File: src/rtl/core/cld_pkg.sv
`timescale 1ns / 1ps
`default_nettype none
// ----------------------------------------------------------------------------
// Cell list binning package
// Shared widths, operation and register codes, and the transaction types
// exchanged between the front end, the command queue and the back end.
// ----------------------------------------------------------------------------
package cld_pkg;

    // Field widths fixed by the interface.
    localparam int POS_W      = 32;
    localparam int SIZE_W     = 31;
    localparam int CNT_W      = 6;
    localparam int CELL_W     = 5;
    localparam int HEAD_W     = 17;
    localparam int PIDX_W     = 16;
    localparam int OP_W       = 2;
    localparam int CFG_IDX_W  = 3;
    localparam int CFG_DATA_W = 32;
    localparam int COUNTS_W   = 18;
    localparam int MODE_W     = 4;

    // Particle indexes wrap at this count.
    localparam int MAX_PARTICLES = 65536;

    // Depth of the command queue between front and back end.
    localparam int QUEUE_DEPTH = 2;

    // Empty chain marker (-1 in 17 bits).
    localparam logic [HEAD_W-1:0] EMPTY_HEAD = 17'h1FFFF;

    // Operation codes.
    localparam logic [OP_W-1:0] OP_CLEAR  = 2'd0;
    localparam logic [OP_W-1:0] OP_INSERT = 2'd1;
    localparam logic [OP_W-1:0] OP_FOLD   = 2'd2;

    // Configuration register indexes.
    localparam logic [CFG_IDX_W-1:0] CFG_ORIGIN_X    = 3'd0;
    localparam logic [CFG_IDX_W-1:0] CFG_ORIGIN_Y    = 3'd1;
    localparam logic [CFG_IDX_W-1:0] CFG_ORIGIN_Z    = 3'd2;
    localparam logic [CFG_IDX_W-1:0] CFG_CELL_SIZE_X = 3'd3;
    localparam logic [CFG_IDX_W-1:0] CFG_CELL_SIZE_Y = 3'd4;
    localparam logic [CFG_IDX_W-1:0] CFG_CELL_SIZE_Z = 3'd5;
    localparam logic [CFG_IDX_W-1:0] CFG_CELL_COUNTS = 3'd6;
    localparam logic [CFG_IDX_W-1:0] CFG_MODE_BITS   = 3'd7;

    // Axis codes used by the periodic fold.
    localparam logic [1:0] AXIS_X = 2'd0;
    localparam logic [1:0] AXIS_Y = 2'd1;
    localparam logic [1:0] AXIS_Z = 2'd2;

    // Input transaction.
    typedef struct packed {
        logic [OP_W-1:0]          op;
        logic [PIDX_W-1:0]        particle_index;
        logic signed [POS_W-1:0]  pos_x;
        logic signed [POS_W-1:0]  pos_y;
        logic signed [POS_W-1:0]  pos_z;
        logic                     is_free;
    } t_item;

    // Result transaction.
    typedef struct packed {
        logic signed [HEAD_W-1:0] prev_head;
        logic [CELL_W-1:0]        cell_x;
        logic [CELL_W-1:0]        cell_y;
        logic [CELL_W-1:0]        cell_z;
        logic                     fixed_flag;
    } t_result;

    // Result of every operation other than an insert.
    localparam t_result RESULT_NONE = '{
        prev_head:  EMPTY_HEAD,
        cell_x:     '0,
        cell_y:     '0,
        cell_z:     '0,
        fixed_flag: 1'b0
    };

    // Effective cell counts per axis, already limited to the grid.
    typedef struct packed {
        logic [CNT_W-1:0] cx;
        logic [CNT_W-1:0] cy;
        logic [CNT_W-1:0] cz;
    } t_counts;

    // Decoded configuration seen by the front and back end.
    typedef struct packed {
        logic signed [POS_W-1:0] origin_x;
        logic signed [POS_W-1:0] origin_y;
        logic signed [POS_W-1:0] origin_z;
        logic [SIZE_W-1:0]       size_x;
        logic [SIZE_W-1:0]       size_y;
        logic [SIZE_W-1:0]       size_z;
        t_counts                 counts;
        logic [2:0]              periodic;
    } t_cfg;

    // Command handed from the front end to the back end.
    typedef struct packed {
        logic [OP_W-1:0]   op;
        logic [HEAD_W-1:0] pidx;
        logic [CNT_W-1:0]  cx;
        logic [CNT_W-1:0]  cy;
        logic [CNT_W-1:0]  cz;
        logic              fixed_flag;
    } t_cmd;

endpackage
`default_nettype wire

File: src/rtl/core/cld_queue.sv
`timescale 1ns / 1ps
`default_nettype none
// ----------------------------------------------------------------------------
// Cell list binning command queue
// Small register FIFO that decouples the front end from the back end.
// ----------------------------------------------------------------------------
module cld_queue (
    input  wire logic           i_clk,
    input  wire logic           i_rst_n,
    input  wire logic           i_push,
    input  wire cld_pkg::t_cmd  i_cmd,
    input  wire logic           i_pop,
    output logic                o_full,
    output logic                o_empty,
    output cld_pkg::t_cmd       o_cmd
);

    localparam int DEPTH = cld_pkg::QUEUE_DEPTH;
    localparam int PTR_W = (DEPTH > 1) ? $clog2(DEPTH) : 1;
    localparam int CNT_W = $clog2(DEPTH + 1);

    cld_pkg::t_cmd      r_entry [DEPTH];
    logic [PTR_W-1:0]   r_wr;
    logic [PTR_W-1:0]   r_rd;
    logic [CNT_W-1:0]   r_count;

    // Storage is written at the tail.
    always_ff @(posedge i_clk) begin
        if (i_push) begin
            r_entry[r_wr] <= i_cmd;
        end
    end

    // Pointers and fill level.
    always_ff @(posedge i_clk) begin
        if (!i_rst_n) begin
            r_wr    <= '0;
            r_rd    <= '0;
            r_count <= '0;
        end else begin
            if (i_push) begin
                r_wr <= (r_wr == PTR_W'(DEPTH - 1)) ? '0 : r_wr + 1'b1;
            end
            if (i_pop) begin
                r_rd <= (r_rd == PTR_W'(DEPTH - 1)) ? '0 : r_rd + 1'b1;
            end
            if (i_push && !i_pop) begin
                r_count <= r_count + 1'b1;
            end else if (i_pop && !i_push) begin
                r_count <= r_count - 1'b1;
            end
        end
    end

    assign o_full  = (r_count == CNT_W'(DEPTH));
    assign o_empty = (r_count == '0);
    assign o_cmd   = r_entry[r_rd];

endmodule
`default_nettype wire

File: config.mk
export PLATFORM = sky130hd
export DESIGN_NAME = cld_queue
export DESIGN_NICKNAME = d
export VERILOG_FILES = /design/src/rtl/core/cld_pkg.sv /design/src/rtl/core/cld_queue.sv
export SDC_FILE = /design/constraint.sdc
export NUM_CORES = 1
export LEC_CHECK = 0
export BUFFER_PORTS_ARGS = -buffer_cell sky130_fd_sc_hd__buf_2
export CAP_MARGIN = 15
export CORE_MARGIN = 4
export CORE_UTILIZATION = 51
export DETAILED_ROUTE_END_ITERATION = 6
export PLACE_DENSITY_LB_ADDON = 0.15
export SLEW_MARGIN = 0
export SYNTH_ARGS = -nofsm -noshare
export SYNTH_HDL_FRONTEND = slang
export SYNTH_SLANG_ARGS = --single-unit
File: constraint.sdc
create_clock -name i_clk -period 2.87 [get_ports i_clk]
set_clock_uncertainty 0.05 [all_clocks]
set_input_delay 0 -clock i_clk [delete_from_list [all_inputs] [get_ports i_clk]]
set_output_delay 0 -clock i_clk [all_outputs]
set_load 0.01 [all_outputs]
==> metrics.yaml <==
drv_cap: 0
ant_nets: 0
path_class: "register to output pin"
grt_max_degree: 39
final-seq-area_sq_um: 2380
antenna_cells: 0
setup_slack_ps: 987
setup_tns_ps: 0
synth-seq-cells: 81
grt_pass1_vias: 1776
post-place-ws_ps: 1260
area_growth_pct: 36.0
fp.dieW_microns: 84.2
rr_startpoint: "r_wr$_SDFFE_PN0P_"
rsz0062_at_grt: "no"
drv_slew: 0
drt-initial-drc-count: 47
cts_buffers: 9
postCtsSetupBuffers: 0
multi_input_area_sq_um: 552
rr_worst_depth: 1
critPathCaptureType: "output pin"
synthDistinctLibCells: 18
htreeDepth: 3
synthCells: 140
tritoncts: "built"
clock.fmax_mhz: 531
crit_required_ps: 2820
antenna_found_initial: 0
start_kind: "register"
drc_errors: 0
hold_path.class: "input port to register"
grt_pass1_wl_mm: 8.27
avgSynthCellArea_sq_um: 21.2
whs_endpoint: "r_entry[0][21]$_DFFE_PP_"
clock_path_buffers: 2
tightest_slew_ps: 892
nets: 313
drt_pre_antenna_iters: 4
core_area_sq_um: 5570
yosysTopAreaCellShare: 0.770
synth_top_area_cell: "edfxtp_1"
rows: 27
setup_viol: 0
port_buffers: 81
ys_warn_count: 0
placed_area_sq_um: 3440
vdd_ir_drop_max_uv: 380
io-pin-count: 82
finalInstanceArea_sq_um: 4030
netlist_area_sq_um: 2960
viasPerCell: 4.78
yosysSeqAreaShare: 0.804
num_vias: 1659
die_area_sq_um: 7100
grt_usage: 0.156
hold_depth: 2
outcome: "finished clean"
finalPower_mw: 2.43
fin_crit_sh: 0.656
min-delay-start: "i_push"
clkTransAtPathRegs_ps: 70
hpwl_mm: 3.33
overflow: 0
initial_core_util: 0.532
crit_fanout: 38
r2r_slack_ps: 1260
hold_viol: 0
leakage_nw: 1.55
min_period_ps: 1880
wl_mm: 5.41
clockRootBuffer: "clkbuf_8"
postLayoutCoreUtil: 0.723
clkSinkCount: 81
wl_per_cell_microns: 15.6
arrival_ps: 1830
synthesis.nets: 183
fillerInstances: 346
cellPowerDensity_nw_per_um2: 604
die_y_microns: 84.2
netlist_top_cells_area: "edfxtp_1 (77%), mux2_2 (14%), dfxtp_1 (3.4%), and2_1 (0.84%), buf_6 (0.76%)"
slew_headroom: 0.405
clock_latency_ps: 330
drive_gt1_frac: 0.491
r2r_end: "r_entry[1][0]$_DFFE_PP_"
gp_congestion: 0.696
## registers in the layout, summed over array words and instances (netlist names), named ones only
| signal | cells |
|---|---|
| r_count | 2 |
| r_wr | 1 |
| r_entry | 76 |
| r_rd | 1 |
## layer usage
layer / vias to the layer above / GRT usage / wire length (microns)
li1: 799 / - / -
met1: 795 / 0.163 / 2010
met2: 53 / 0.282 / 2970
met3: 12 / 0.0363 / 304
met4: 0 / 0.0936 / 116
met5: - / 0 / 0
## area by class of cell
type,instances,share of cell area
inverters,1,0.000931
flip-flops and latches,81,0.591
clock buffers,11,0.0326
clock inverters,5,0.0115
multi-input cells,54,0.137
well taps,72,0.0224
repair buffers,123,0.204
## critical path, cell delays in order, from the launching register on
cell and delay (ps):
dfxtp_2 910, mux2_2 430, buf_2 140
## worst max path at each step
stage	depth (start not counted)	startpoint	slack (ps)	end
finish	2	register	990	o_cmd[11]
global route	2	register	860	o_cmd[4]
CTS	2	register	940	o_cmd[4]
detailed placement	1	r_wr$_SDFFE_PN0P_	1260	r_entry[1][12]$_DFFE_PP_
global placement	1	r_wr$_SDFFE_PN0P_	1320	r_entry[1][12]$_DFFE_PP_
floorplan	1	r_wr$_SDFFE_PN0P_	340	r_entry[0][0]$_DFFE_PP_
## synth_stat cells
cell type	count
or3_1	1
a21boi_1	1
edfxtp_1	76
o21ai_0	1
nor2_1	1
buf_2	1
xor2_1	2
inv_1	1
xnor2_1	1
buf_4	1
mux2_2	38
and2_1	4
dfxtp_1	5
nor2b_1	2
and2b_2	1
buf_6	2
o21a_1	1
ha_1	1
## metrics by stage
stage / hold slack, ps / std cells
floorplan: 48.9 / 140
global placement: 138 / 290
detailed placement: 144 / 290
CTS: 67.9 / 347
global route: 74.6 / 347
finish: 86.7 / 347
## repair_timing
| action | CTS | global route |
|---|---|---|
| endpoints found under the setup margin | 0 | 0 |
| endpoints found under the hold margin | 81 | 0 |
| hold buffers | 41 | 0 |
| gates resized for setup | 0 | 0 |
## cells in the final DEF (no fill, tap or decap), drive strengths merged, types with 2 or more instances in the layout
cell type / instances
clkbuf: 11
dfxtp: 5
clkinv: 4
edfxtp: 76
buf: 82
xor2: 2
dlygate4sd3: 41
mux2: 38
nor2b: 2
and2: 4
## cell families after synthesis
family	Yosys count	share of synthesized area
flops	81	0.804
mux	38	0.144
simple gates	9	0.0190
buf+inv	5	0.0131
compound gates	3	0.00675
xor+xnor	3	0.00887
fa+ha+maj	1	0.00422
## power by group
| group | switching [mW] | internal, mW | total, mW |
|---|---|---|---|
| clock network | 0.349 | 0.392 | 0.741 |
| logic | 0.125 | 0.167 | 0.291 |
| registers | 0.0384 | 1.36 | 1.40 |
No activity file was read; power rests on OpenSTA's default activity.
