--- config.mk ---
export PLATFORM = sky130hd
export DESIGN_NAME = cld_front
export DESIGN_NICKNAME = d
export VERILOG_FILES = /design/src/rtl/core/cld_pkg.sv /design/src/rtl/core/cld_div.sv /design/src/rtl/core/cld_front.sv
export SDC_FILE = /design/constraint.sdc
export NUM_CORES = 1
export LEC_CHECK = 0
export BUFFER_PORTS_ARGS = -buffer_cell sky130_fd_sc_hd__buf_2
export CAP_MARGIN = 0
export CELL_PAD_IN_SITES_DETAIL_PLACEMENT = 1
export CELL_PAD_IN_SITES_GLOBAL_PLACEMENT = 2
export CORE_ASPECT_RATIO = 0.7
export CORE_MARGIN = 8
export CORE_UTILIZATION = 39
export CTS_CLUSTER_SIZE = 16
export DETAILED_ROUTE_END_ITERATION = 8
export HOLD_SLACK_MARGIN = 0.03
export PLACE_DENSITY = 0.91
export SYNTH_ARGS = -nofsm -noshare
export SYNTH_HDL_FRONTEND = slang
export SYNTH_SLANG_ARGS = --single-unit
--- constraint.sdc ---
create_clock -name i_clk -period 6.4 [get_ports i_clk]
set_input_delay 0.64 -clock i_clk [delete_from_list [all_inputs] [get_ports i_clk]]
set_output_delay 0.64 -clock i_clk [all_outputs]
set_load 0.02 [all_outputs]
--- src/rtl/core/cld_pkg.sv ---
`timescale 1ns / 1ps
`default_nettype none
// ----------------------------------------------------------------------------
// Cell list binning package
// Shared widths, operation and register codes, and the transaction types
// exchanged between the front end, the command queue and the back end.
// ----------------------------------------------------------------------------
package cld_pkg;

    // Field widths fixed by the interface.
    localparam int POS_W      = 32;
    localparam int SIZE_W     = 31;
    localparam int CNT_W      = 6;
    localparam int CELL_W     = 5;
    localparam int HEAD_W     = 17;
    localparam int PIDX_W     = 16;
    localparam int OP_W       = 2;
    localparam int CFG_IDX_W  = 3;
    localparam int CFG_DATA_W = 32;
    localparam int COUNTS_W   = 18;
    localparam int MODE_W     = 4;

    // Particle indexes wrap at this count.
    localparam int MAX_PARTICLES = 65536;

    // Depth of the command queue between front and back end.
    localparam int QUEUE_DEPTH = 2;

    // Empty chain marker (-1 in 17 bits).
    localparam logic [HEAD_W-1:0] EMPTY_HEAD = 17'h1FFFF;

    // Operation codes.
    localparam logic [OP_W-1:0] OP_CLEAR  = 2'd0;
    localparam logic [OP_W-1:0] OP_INSERT = 2'd1;
    localparam logic [OP_W-1:0] OP_FOLD   = 2'd2;

    // Configuration register indexes.
    localparam logic [CFG_IDX_W-1:0] CFG_ORIGIN_X    = 3'd0;
    localparam logic [CFG_IDX_W-1:0] CFG_ORIGIN_Y    = 3'd1;
    localparam logic [CFG_IDX_W-1:0] CFG_ORIGIN_Z    = 3'd2;
    localparam logic [CFG_IDX_W-1:0] CFG_CELL_SIZE_X = 3'd3;
    localparam logic [CFG_IDX_W-1:0] CFG_CELL_SIZE_Y = 3'd4;
    localparam logic [CFG_IDX_W-1:0] CFG_CELL_SIZE_Z = 3'd5;
    localparam logic [CFG_IDX_W-1:0] CFG_CELL_COUNTS = 3'd6;
    localparam logic [CFG_IDX_W-1:0] CFG_MODE_BITS   = 3'd7;

    // Axis codes used by the periodic fold.
    localparam logic [1:0] AXIS_X = 2'd0;
    localparam logic [1:0] AXIS_Y = 2'd1;
    localparam logic [1:0] AXIS_Z = 2'd2;

    // Input transaction.
    typedef struct packed {
        logic [OP_W-1:0]          op;
        logic [PIDX_W-1:0]        particle_index;
        logic signed [POS_W-1:0]  pos_x;
        logic signed [POS_W-1:0]  pos_y;
        logic signed [POS_W-1:0]  pos_z;
        logic                     is_free;
    } t_item;

    // Result transaction.
    typedef struct packed {
        logic signed [HEAD_W-1:0] prev_head;
        logic [CELL_W-1:0]        cell_x;
        logic [CELL_W-1:0]        cell_y;
        logic [CELL_W-1:0]        cell_z;
        logic                     fixed_flag;
    } t_result;

    // Result of every operation other than an insert.
    localparam t_result RESULT_NONE = '{
        prev_head:  EMPTY_HEAD,
        cell_x:     '0,
        cell_y:     '0,
        cell_z:     '0,
        fixed_flag: 1'b0
    };

    // Effective cell counts per axis, already limited to the grid.
    typedef struct packed {
        logic [CNT_W-1:0] cx;
        logic [CNT_W-1:0] cy;
        logic [CNT_W-1:0] cz;
    } t_counts;

    // Decoded configuration seen by the front and back end.
    typedef struct packed {
        logic signed [POS_W-1:0] origin_x;
        logic signed [POS_W-1:0] origin_y;
        logic signed [POS_W-1:0] origin_z;
        logic [SIZE_W-1:0]       size_x;
        logic [SIZE_W-1:0]       size_y;
        logic [SIZE_W-1:0]       size_z;
        t_counts                 counts;
        logic [2:0]              periodic;
    } t_cfg;

    // Command handed from the front end to the back end.
    typedef struct packed {
        logic [OP_W-1:0]   op;
        logic [HEAD_W-1:0] pidx;
        logic [CNT_W-1:0]  cx;
        logic [CNT_W-1:0]  cy;
        logic [CNT_W-1:0]  cz;
        logic              fixed_flag;
    } t_cmd;

endpackage
`default_nettype wire

--- src/rtl/core/cld_div.sv ---
`timescale 1ns / 1ps
`default_nettype none
// ----------------------------------------------------------------------------
// Cell list binning radix-2 divider
// Unsigned restoring divider, one quotient bit per cycle, for a
// 32-bit dividend over a 31-bit divisor.
// ----------------------------------------------------------------------------
module cld_div (
    input  wire logic                       i_clk,
    input  wire logic                       i_rst_n,
    input  wire logic                       i_start,
    input  wire logic [cld_pkg::POS_W-1:0]  i_dividend,
    input  wire logic [cld_pkg::SIZE_W-1:0] i_divisor,
    output logic                            o_busy,
    output logic [cld_pkg::POS_W-1:0]       o_quotient
);

    localparam int STEP_W = $clog2(cld_pkg::POS_W);

    logic [cld_pkg::POS_W-1:0]  r_quo;
    logic [cld_pkg::SIZE_W-1:0] r_rem;
    logic [cld_pkg::SIZE_W-1:0] r_div;
    logic [STEP_W-1:0]          r_cnt;
    logic                       r_busy;

    logic [cld_pkg::POS_W-1:0]  w_shift;
    logic [cld_pkg::POS_W:0]    w_trial;

    // Shift in the next dividend bit and try to subtract the divisor.
    assign w_shift = {r_rem, r_quo[cld_pkg::POS_W-1]};
    assign w_trial = {1'b0, w_shift} - {2'b00, r_div};

    // Iteration control and datapath registers.
    always_ff @(posedge i_clk) begin
        if (!i_rst_n) begin
            r_busy <= 1'b0;
            r_cnt  <= '0;
        end else if (i_start) begin
            r_busy <= 1'b1;
            r_cnt  <= '0;
            r_quo  <= i_dividend;
            r_rem  <= '0;
            r_div  <= i_divisor;
        end else if (r_busy) begin
            if (!w_trial[cld_pkg::POS_W]) begin
                r_rem <= w_trial[cld_pkg::SIZE_W-1:0];
            end else begin
                r_rem <= w_shift[cld_pkg::SIZE_W-1:0];
            end
            r_quo <= {r_quo[cld_pkg::POS_W-2:0], ~w_trial[cld_pkg::POS_W]};
            r_cnt <= r_cnt + 1'b1;
            if (r_cnt == STEP_W'(cld_pkg::POS_W - 1)) begin
                r_busy <= 1'b0;
            end
        end
    end

    assign o_busy     = r_busy;
    assign o_quotient = r_quo;

endmodule
`default_nettype wire

--- src/rtl/core/cld_front.sv ---
`timescale 1ns / 1ps
`default_nettype none
// ----------------------------------------------------------------------------
// Cell list binning front end
// Accepts transactions, bins insert positions with three parallel dividers,
// clamps the cell coordinates and pushes a command into the queue.
// ----------------------------------------------------------------------------
module cld_front (
    input  wire logic            i_clk,
    input  wire logic            i_rst_n,
    input  wire logic            i_accept,
    input  wire cld_pkg::t_item  i_item,
    input  wire cld_pkg::t_cfg   i_cfg,
    input  wire logic            i_full,
    output logic                 o_busy,
    output logic                 o_push,
    output cld_pkg::t_cmd        o_cmd
);

    typedef enum logic [1:0] {
        F_IDLE,
        F_DIV,
        F_PUSH
    } t_fstate;

    t_fstate                            r_state;
    logic [cld_pkg::OP_W-1:0]           r_op;
    logic [cld_pkg::HEAD_W-1:0]         r_pidx;
    logic                               r_fixed;

    logic [cld_pkg::POS_W:0]            w_diff_x, w_diff_y, w_diff_z;
    logic [cld_pkg::POS_W-1:0]          w_dvd_x, w_dvd_y, w_dvd_z;
    logic [cld_pkg::SIZE_W-1:0]         w_dsr_x, w_dsr_y, w_dsr_z;
    logic [cld_pkg::POS_W-1:0]          w_q_x, w_q_y, w_q_z;
    logic                               w_busy_x, w_busy_y, w_busy_z;
    logic                               w_div_start;

    // Limit a quotient to the last cell of its axis.
    function automatic logic [cld_pkg::CNT_W-1:0] clamp_q(
        input logic [cld_pkg::POS_W-1:0] q,
        input logic [cld_pkg::CNT_W-1:0] cnt
    );
        if (q >= cld_pkg::POS_W'(cnt)) begin
            return cnt - 1'b1;
        end else begin
            return q[cld_pkg::CNT_W-1:0];
        end
    endfunction

    // Offset from the domain corner; a position below the corner divides as zero.
    assign w_diff_x = {i_item.pos_x[cld_pkg::POS_W-1], i_item.pos_x}
                    - {i_cfg.origin_x[cld_pkg::POS_W-1], i_cfg.origin_x};
    assign w_diff_y = {i_item.pos_y[cld_pkg::POS_W-1], i_item.pos_y}
                    - {i_cfg.origin_y[cld_pkg::POS_W-1], i_cfg.origin_y};
    assign w_diff_z = {i_item.pos_z[cld_pkg::POS_W-1], i_item.pos_z}
                    - {i_cfg.origin_z[cld_pkg::POS_W-1], i_cfg.origin_z};

    assign w_dvd_x = w_diff_x[cld_pkg::POS_W] ? '0 : w_diff_x[cld_pkg::POS_W-1:0];
    assign w_dvd_y = w_diff_y[cld_pkg::POS_W] ? '0 : w_diff_y[cld_pkg::POS_W-1:0];
    assign w_dvd_z = w_diff_z[cld_pkg::POS_W] ? '0 : w_diff_z[cld_pkg::POS_W-1:0];

    // A zero cell size behaves as the smallest step.
    assign w_dsr_x = (i_cfg.size_x == '0) ? cld_pkg::SIZE_W'(1) : i_cfg.size_x;
    assign w_dsr_y = (i_cfg.size_y == '0) ? cld_pkg::SIZE_W'(1) : i_cfg.size_y;
    assign w_dsr_z = (i_cfg.size_z == '0) ? cld_pkg::SIZE_W'(1) : i_cfg.size_z;

    assign w_div_start = i_accept && (i_item.op == cld_pkg::OP_INSERT);

    // One divider per axis, all started together.
    cld_div u_div_x (
        .i_clk      (i_clk),
        .i_rst_n    (i_rst_n),
        .i_start    (w_div_start),
        .i_dividend (w_dvd_x),
        .i_divisor  (w_dsr_x),
        .o_busy     (w_busy_x),
        .o_quotient (w_q_x)
    );

    cld_div u_div_y (
        .i_clk      (i_clk),
        .i_rst_n    (i_rst_n),
        .i_start    (w_div_start),
        .i_dividend (w_dvd_y),
        .i_divisor  (w_dsr_y),
        .o_busy     (w_busy_y),
        .o_quotient (w_q_y)
    );

    cld_div u_div_z (
        .i_clk      (i_clk),
        .i_rst_n    (i_rst_n),
        .i_start    (w_div_start),
        .i_dividend (w_dvd_z),
        .i_divisor  (w_dsr_z),
        .o_busy     (w_busy_z),
        .o_quotient (w_q_z)
    );

    // Front state machine: accept, wait for the quotients, hand off.
    always_ff @(posedge i_clk) begin
        if (!i_rst_n) begin
            r_state <= F_IDLE;
        end else begin
            case (r_state)
                F_IDLE: begin
                    if (i_accept) begin
                        r_op    <= i_item.op;
                        r_pidx  <= cld_pkg::HEAD_W'(
                                   32'(i_item.particle_index) % cld_pkg::MAX_PARTICLES);
                        r_fixed <= ~i_item.is_free;
                        if (i_item.op == cld_pkg::OP_INSERT) begin
                            r_state <= F_DIV;
                        end else begin
                            r_state <= F_PUSH;
                        end
                    end
                end
                F_DIV: begin
                    if (!(w_busy_x || w_busy_y || w_busy_z)) begin
                        r_state <= F_PUSH;
                    end
                end
                F_PUSH: begin
                    if (!i_full) begin
                        r_state <= F_IDLE;
                    end
                end
                default: begin
                    r_state <= F_IDLE;
                end
            endcase
        end
    end

    // Command built from the held transaction and the settled quotients.
    always_comb begin
        o_cmd.op         = r_op;
        o_cmd.pidx       = r_pidx;
        o_cmd.cx         = clamp_q(w_q_x, i_cfg.counts.cx);
        o_cmd.cy         = clamp_q(w_q_y, i_cfg.counts.cy);
        o_cmd.cz         = clamp_q(w_q_z, i_cfg.counts.cz);
        o_cmd.fixed_flag = r_fixed;
    end

    assign o_push = (r_state == F_PUSH) && !i_full;
    assign o_busy = (r_state != F_IDLE);

endmodule
`default_nettype wire

==> run_results.csv <==
group,metric,value,unit
sta,setup-tns-final,0,ps
grt,largest_net_degree_at_the_start_of_global_routing,82,
clock_network,postCtsSetupBuffers,0,
synthesis,synth.distinct_cells,89,
sta,timing_hold_violations_final,0,
floorplanning,num_rows,75,
clock_network,clkTransAtPathRegs,60,ps
min_path,min_delay_worst_endpoint,"r_pidx[0]",
clock_network,ctsHoldBuffers,0,
clock_network,cts_sinks,321,
critical_path,worst-r2r-cell-count,15,
sta,clock_skew,12.83,ps
critical_path,crit-reg2reg-capture,"u_div_y.r_rem[15]",
critical_path,kind_of_start_point_of_the_critical_path,"flip-flop",
place,placed_area,26080,um2
place,io_buffer_count,364,
synthesis,synth-edff-count,301,
pwr,cellPowerDensity,219.1,nW/um2
min_path,min_from,"i_item[97]",
critical_path,r2r_setup_slack,1970,ps
grt,grt_pass1_vias,21680,
min_path,worst_hold_path_cells,1,
pwr,max-vdd-ir-drop,0.2128,mV
critical_path,crit_path_end_kind,"flip-flop",
layout,finalNetCount,3408,
place,hpwl,57010,um
clock_network,cts.path.max_buffers,3,
place,place_congestion,0.8769,
floorplanning,die_y,222.5,um
synthesis,synthesis.yosys.warnings,0,
synthesis,syn_nets,3159,
clock_network,cts-buffers-inserted,37,
sta,rsz0062_at_grt,"no",
layout,design_area,27250,um2
synthesis,share_of_flip_flops_with_an_asynchronous_set_or_reset_after_synthesis,0,
critical_path,crit_fanout,19,
clock_network,htree_levels,2,
routing,route.detailed.drc,0,
floorplanning,initial_core_utilization,0.3955,
floorplanning,width_of_the_die,311.0,um
synthesis,synthesis.instances,2608,
routing,first_iter_violations,1263,
critical_path,regToRegStartpoint,"u_div_y.o_quotient[31]",
sta,max_slew_margin,0.1228,
clock_network,count_of_instances_resized_after_the_clock_tree_is_built,0,
synthesis,dominantRegCellSynth,"edfxtp_1",
floorplanning,pin_count,369,
synthesis,synth-seq-cells,321,
grt,global_route_wire_length_before_repair,115400,um
critical_path,criticalPathCategory,"reg2reg",
floorplanning,design.core.area,60060,um2
routing,length_of_the_first_detailed_routing_pass_in_iterations,7,
status,status,"finished, final reports clean",
grt,antenna_violations_before_repair,1,
layout,layout_cells_sized_above_1,0.1698,
clock_network,tritoncts,"yes",
sta,drv_slew,0,
sta,worst_pin_slew,1312,ps
clock_network,clock_insertion_delay_worst_skew,530,ps
synthesis,avgSynthCellArea,9.109,um2
sta,post-route-period-util,0.6924,
grt,grt_overflow,0,
synthesis,synth-seq-area-share,0.3973,
sta,fmax,0.2256,GHz
min_path,holdCritPathClass,"in2reg",
layout,syn_to_final_growth,14.71,%
critical_path,timing.critical_path.required,6680,ps
routing,vias_per_cell,5.471,
routing,drt-wirelength-per-cell,19.69,um
critical_path,worstPathArrival,4710,ps
pwr,static-leakage-power,11.99,nW
floorplanning,design.die.area,69190,um2
sta,setup_viol_count_final,0,
sta,finalWorstPathRequiredPeriod,4432,ps
flow_run,max-cap-violations,0,
routing,ant_nets,0,
grt,grt_usage,0.1996,
routing,route.final.wire_length,72760,um
routing,number_of_vias_in_the_routed_layout,20210,
synthesis,mappedNetlistArea,23760,um2
clock_network,cts_root_buffer,"clkbuf_16",
## metal layers
metal  global-route usage  share of wire  wire [um]  up-vias
met1               0.2705           0.47      34400     9864
met3              0.02810          0.039       2839       99
met2               0.3340           0.46      33790      439
met4              0.05106          0.024       1721        0
li1                     -              -          -     9812
met5                    0              0          0        -
## power by group
part           total, mW  leakage [nW]  internal, mW  switching [mW]
clock network       2.11         0.574          1.21           0.902
registers           2.46          2.92          2.41          0.0452
logic               1.40          8.49         0.565           0.836
total               5.97          12.0          4.19            1.78
## registers in the layout (all words and copies together) (netlist names)
| register | count |
|---|---|
| u_div_x.o_quotient | 32 |
| u_div_y.o_quotient | 32 |
| u_div_z.o_quotient | 32 |
| u_div_x.r_div | 31 |
| u_div_x.r_rem | 31 |
| u_div_y.r_div | 31 |
| u_div_y.r_rem | 31 |
| u_div_z.r_div | 31 |
| u_div_z.r_rem | 31 |
| r_pidx | 16 |
| u_div_x.r_cnt | 5 |
| u_div_y.r_cnt | 5 |
| u_div_z.r_cnt | 5 |
| r_op | 2 |
| r_state | 2 |
| r_fixed | 1 |
| u_div_x.o_busy | 1 |
| u_div_y.o_busy | 1 |
| u_div_z.o_busy | 1 |
## cells in the final DEF (no fill, tap or decap), drive strengths merged, types with 8 or more instances in the layout
cell    instances
o211ai         15
and2           12
edfxtp        301
o31ai          41
a21boi         10
inv           257
clkbuf         50
ha            216
nand2b         28
nor4           42
dfxtp          20
o21bai         27
nand2         281
and3           20
nand4          25
o21a           24
a21o           88
mux2i          16
a22o           31
xor2           67
o41ai           8
nor2          162
clkinv         13
a21oi         243
xnor2         102
nor2b          20
or2             9
a211oi         34
nor3           34
a31oi          23
buf           379
o21ai         124
nand3          60
or3             8
## cells in the mapped netlist, drive strengths merged, types with 41 or more instances
library cell	instances	area share
nand3	60	0.013
a21o	88	0.028
nand2	281	0.045
edfxtp	301	0.38
xor2	67	0.025
clkbuf	142	0.022
xnor2	102	0.038
a21oi	243	0.052
nor2	162	0.026
inv	256	0.040
ha	216	0.11
o31ai	41	0.017
o21ai	124	0.027
nor4	42	0.011
## worst max-delay path, cell delays in order (launching register included)
cell and delay, ps:
edfxtp_1 450, inv_1 90, ha_1 160, inv_1 60, fa_1 440, a211oi_1 330, o211ai_1 220, a22oi_1 360
a32oi_1 250, a311oi_1 540, o21ai_1 220, a21oi_2 450, buf_4 350, nor2_1 80, a21oi_1 120, nor2_1 50
## how the worst max path moves through the flow
| stage | depth (start not counted) | to | from |
|---|---|---|---|
| after CTS | 13 | u_div_x.r_rem[21] | u_div_x.o_quotient[31] |
| after floorplan | 4 | u_div_x.r_div[0] | i_item[114] |
| after global placement | 14 | u_div_z.o_quotient[2] | i_item[1] |
| after global routing | 15 | u_div_y.r_rem[15] | u_div_y.o_quotient[31] |
| final | 15 | u_div_y.r_rem[15] | u_div_y.o_quotient[31] |
| after detailed placement | 14 | u_div_z.o_quotient[2] | i_item[1] |
## cells by family (layout without fill, tap and decap cells)
group	after synthesis	count (layout)	share of synthesized area
xor+xnor	169	169	0.06231
simple gates	718	718	0.1390
other cells	1	2	0.0001579
buf+inv	425	703	0.06958
flops	321	321	0.3973
mux	19	19	0.008322
compound gates	733	733	0.2044
fa+ha+maj	222	222	0.1188
## stage by stage
| step | hold WS, ps | setup slack [ps] | util | std cells | power (mW) |
|---|---|---|---|---|---|
| 5_1_grt | 250.6 | 1644 | 0.4537 | 3695 | 6.262 |
| 2_1_floorplan | 464.6 | 2397 | - | 2608 | 3.468 |
| 4_1_cts | 246.5 | 1946 | 0.4537 | 3694 | 6.035 |
| 6_report | 285.4 | 1968 | 0.4537 | 3695 | 5.971 |
| 3_5_place_dp | 505.0 | 1621 | 0.4342 | 3626 | 3.893 |
| 3_3_place_gp | 477.5 | 1811 | 0.4342 | 3626 | 3.839 |
## layout make-up
class	count	area, um2
Fill cell	7032	32810
Multi-Input combinational cell	1862	12730
Sequential cell	321	9439
Timing Repair Buffer	379	1934
Clock buffer	50	1027
Tap cell	808	1011
Inverter	256	960.9
Clock inverter	18	143.9
Antenna cell	1	2.502
No activity file was read; power rests on OpenSTA's default activity.
